===== src/rtl/d2i_pkg.sv =====
// d2i_pkg: types and constants for the double to integer converter.
// Depends on nothing.
`timescale 1ns / 1ps
`default_nettype none
package d2i_pkg;
    localparam int FRAC_BITS = 52;
    localparam int EXP_BITS  = 11;
    localparam int DATA_W    = 64;

    typedef enum logic [1:0] {
        KIND_CEIL  = 2'd0,
        KIND_FLOOR = 2'd1,
        KIND_HALF  = 2'd2,
        KIND_TRUNC = 2'd3
    } kind_t;

    typedef enum logic [1:0] {
        ST_OK   = 2'd0,
        ST_NAN  = 2'd1,
        ST_OVFL = 2'd2,
        ST_RSVD = 2'd3
    } status_t;

    typedef struct packed {
        logic [DATA_W-1:0] value_bits;
        logic [1:0]        kind;
    } in_word_t;

    typedef struct packed {
        logic signed [DATA_W-1:0] int_result;
        logic [1:0]               status;
    } out_word_t;
endpackage
`default_nettype wire


===== src/rtl/d2i_core.sv =====
// d2i_core: combinational rounding and range check of one binary64 word.
// Depends on d2i_pkg.
`timescale 1ns / 1ps
`default_nettype none
module d2i_core #(
    parameter int INT_WIDTH = 64
) (
    input  wire d2i_pkg::in_word_t  in_word,
    output d2i_pkg::out_word_t      out_word
);
    import d2i_pkg::*;

    logic                 neg;
    logic [EXP_BITS-1:0]  ex;
    logic [FRAC_BITS:0]   sig;
    logic [DATA_W-1:0]    mag;
    logic [DATA_W:0]      mag_r;
    logic [DATA_W:0]      limit;
    logic [6:0]           rsh;
    logic [127:0]         wide;
    logic                 has_frac;
    logic                 half;
    logic                 inc;
    logic                 big;
    logic                 ok;

    always_comb
    begin
        neg  = in_word.value_bits[63];
        ex   = in_word.value_bits[62:52];
        sig  = {(ex != '0), in_word.value_bits[51:0]};
        big  = 1'b0;
        mag  = '0;
        has_frac = 1'b0;
        half = 1'b0;
        rsh  = '0;
        wide = '0;
        // integral case: exponent of lsb at or above zero
        if (ex >= 11'd1075)
        begin
            big = (ex > 11'd1086);
            mag = {11'd0, sig} << ex[3:0] - 4'd3;
            if (ex[3:0] < 4'd3)
                mag = {11'd0, sig} << (ex - 11'd1075);
        end
        else
        begin
            // shift right by r = 1075 - exp, subnormal uses exp 1
            if (ex == '0)
                rsh = 7'd74;
            else if (ex <= 11'd1011)
                rsh = 7'd64;
            else
                rsh = 7'(11'd1075 - ex);
            if (rsh >= 7'd64)
            begin
                has_frac = (sig != '0);
            end
            else
            begin
                wide = {11'd0, sig, 64'd0} >> rsh;
                mag  = wide[127:64];
                has_frac = (wide[63:0] != '0);
                half = wide[63];
            end
        end
        unique case (kind_t'(in_word.kind))
            KIND_CEIL:  inc = !neg && has_frac;
            KIND_FLOOR: inc = neg && has_frac;
            KIND_HALF:  inc = half;
            default:    inc = 1'b0;
        endcase
        mag_r = {1'b0, mag} + {{DATA_W{1'b0}}, inc};
        limit = {{DATA_W{1'b0}}, 1'b1} << (INT_WIDTH - 1);
        ok = !big && (neg ? (mag_r <= limit) : (mag_r < limit));
        if (ex == '1)
        begin
            out_word.int_result = '0;
            out_word.status = (in_word.value_bits[51:0] != '0) ? ST_NAN : ST_OVFL;
        end
        else if (!ok)
        begin
            out_word.int_result = '0;
            out_word.status = ST_OVFL;
        end
        else
        begin
            out_word.int_result = neg ? -mag_r[DATA_W-1:0] : mag_r[DATA_W-1:0];
            out_word.status = ST_OK;
        end
    end
endmodule
`default_nettype wire


===== config.mk =====
export PLATFORM = sky130hd
export DESIGN_NAME = d2i_core
export DESIGN_NICKNAME = d
export VERILOG_FILES = /design/src/rtl/d2i_pkg.sv /design/src/rtl/d2i_core.sv
export SDC_FILE = /design/constraint.sdc
export NUM_CORES = 1
export LEC_CHECK = 0
export ABC_AREA = 1
export BUFFER_PORTS_ARGS = -buffer_cell sky130_fd_sc_hd__buf_2
export CAP_MARGIN = 0
export CELL_PAD_IN_SITES_DETAIL_PLACEMENT = 0
export CELL_PAD_IN_SITES_GLOBAL_PLACEMENT = 1
export CORE_ASPECT_RATIO = 1.1
export CORE_MARGIN = 2
export CORE_UTILIZATION = 41
export DETAILED_ROUTE_END_ITERATION = 8
export GPL_ROUTABILITY_DRIVEN = 0
export PLACE_DENSITY_LB_ADDON = 0.1
export SYNTH_ARGS = -nofsm -noshare
export SYNTH_HDL_FRONTEND = slang
export SYNTH_SLANG_ARGS = --single-unit

===== constraint.sdc =====
create_clock -name vclk -period 7.8
set_input_delay 0.78 -clock vclk [all_inputs]
set_output_delay 0.78 -clock vclk [all_outputs]
set_load 0.05 [all_outputs]

==> results.cfg <==
[timing]
setup_violations = 0
worst_slack_ns = 0.2553
hold_viol_final = 0
finalCritPeriodShare = 0.9673
rsz0062_at_grt = yes
worst_slew_pin_slew_ns = 1.139
slew_headroom = 0.2376
min_period_ns = 7.545
fmax_mhz = 132.5
setup_tns_ns = 0
slew_viol_final = 0

[floorplanning]
rows = 68
io_pins = 132
dieArea_sq_um = 33550
initial_core_util = 0.4181
core_sq_um = 31480
die_h_microns = 191.9
die_x_microns = 174.8

[routing]
routedWlPerCell_microns = 20.58
drt_pre_antenna_iters = 7
postRouteAntennaNets = 0
drt-total-wl_microns = 68050
dr_total_vias = 20550
via_per_inst = 6.214
drc_errors = 0
drt_iter0_drc = 3364

[finish]
register_area_sq_um = 0
layout_common_cells = nand3_1, nand2_1, nor2_1
fillers = 3675
diodes = 0
drive_gt1_frac = 0.1493
clock_buffers = 0
multi_input_area_sq_um = 11970
mostFrequentLayoutCell = nand3_1
seq_cells = 0
fin_nets = 2961
area_delta_synth_final_pct = 14.69

[global_route]
grt_antenna_before_repair = 0
grt_pass1_wl_microns = 99950
grt_usage = 0.3786
grt.overflow.total = 0
grt_pass1_vias = 17490
grt_max_degree = 63

[worst_setup_path]
cp_top_family = simple AND/OR/NAND/NOR gates
cp.depth = 45
worstSetupPathType = primary input to primary output
critPathMostFrequentCell = nand2_1
slowest_delay_ns = 0.40
end_kind = primary output
cp.arrival_ns = 6.76
critPathBufInv = 11
startpoint_type = primary input
critical_path.slowest_cell = a21oi_4
worstSetupStartpoint = in_word[56]
crit_end = out_word[56]
cp.required_ns = 7.02
path_max_fanout = 12

[synthesis]
yosysWarnings = 0
yosysUniqueCellTypes = 55
syn_area_per_cell_sq_um = 4.675
synth_area_sq_um = 13160
syn_inst = 2815
synth_fp_nets = 2888
seq_area_frac_synth = 0

[worst_hold_path]
worstHoldStart = in_word[58]
hold_class = primary input to primary output

[clock_tree]
ctsHoldBuffers = 0

[power]
power_leakage_nw = 7.333
power.total_w = 0.001810
vdd_drop_max_v = 0.00003760
powerDensity_nw_per_um2 = 119.9

[placement]
portBuffers = 132
hpwlAfterDp_microns = 53480
pre_cts_ws_ns = -0.1953

[run]
cap_violations = 0

[outcome]
status = complete, no violations
report_power, final:
group / switching [W] / leakage (nW) / internal [W] / total [W]
Clock: 0 / 0 / 0 / 0
Sequential: 0 / 0 / 0 / 0
Combinational: 0.00129 / 7.33 / 0.000519 / 0.00181
Total: 0.00129 / 7.33 / 0.000519 / 0.00181
repair_timing:
action                                 CTS  global route
gates resized for setup                  2           159
gates cloned                             0            10
setup endpoints to repair               64            65
setup buffers                            1             6
pin swaps                                1            23
endpoints found under the hold margin    0             0
synth_stat cells (11+ instances only):
cell type,count,area share
nand4_1,63,0.030
nor2_2,22,0.010
nand3b_1,22,0.013
inv_1,157,0.045
clkbuf_1,51,0.015
nand2_2,16,0.0076
inv_2,32,0.0091
a21oi_1,41,0.016
xor2_1,32,0.021
buf_2,51,0.019
a21oi_2,23,0.015
buf_4,15,0.0086
nor2_1,274,0.078
nor4_1,18,0.0086
buf_6,15,0.013
nand3_1,915,0.35
o21ai_1,11,0.0042
nor3_1,18,0.0068
o21ai_0,54,0.021
buf_1,29,0.0083
nand2_1,873,0.25
cells by family after synthesis:
family,after synthesis,share of synthesized area
compound gates,169,0.08052
buf+inv,353,0.1185
fa+ha+maj,7,0.006654
xor+xnor,40,0.02662
simple gates,2246,0.7678
how the worst min path moves through the flow:
stage / endpoint / slack [ns] / cells past startpoint
floorplan: out_word[0] / 1.82 / 2
global placement: out_word[0] / 2.05 / 4
detailed placement: out_word[0] / 2.06 / 4
CTS: out_word[0] / 2.06 / 4
global route: out_word[0] / 2.09 / 4
finish: out_word[0] / 2.05 / 4
worst min-delay path, cell delays in order:
cell and delay [ns]:
buf_2 0.13, nand3_1 0.08, nor3_1 0.06, buf_2 0.21
metal layers:
| metal | GRT usage | routed length [microns] | vias up |
|---|---|---|---|
| met5 | 0 | 0 | - |
| met4 | 0.2218 | 5361 | 0 |
| met3 | 0.04493 | 6748 | 261 |
| met2 | 0.5949 | 29030 | 1351 |
| met1 | 0.4984 | 26910 | 9308 |
| li1 | - | - | 9625 |
cell type report:
cell class,instances,share of cell area
multi-input cells,2463,0.7929
well taps,420,0.03481
inverters,192,0.04808
repair buffers,231,0.1242
stage by stage:
step | cells | instance area, sq um | util | hold WS, ns
2_1_floorplan | 2815 | 13240 | - | 1.818
3_3_place_gp | 3289 | 14400 | 0.4574 | 2.049
3_5_place_dp | 3289 | 14400 | 0.4574 | 2.055
4_1_cts | 3290 | 14430 | 0.4583 | 2.056
5_1_grt | 3306 | 15090 | 0.4795 | 2.090
6_report | 3306 | 15090 | 0.4795 | 2.052
No activity file was read; power rests on OpenSTA's default activity.
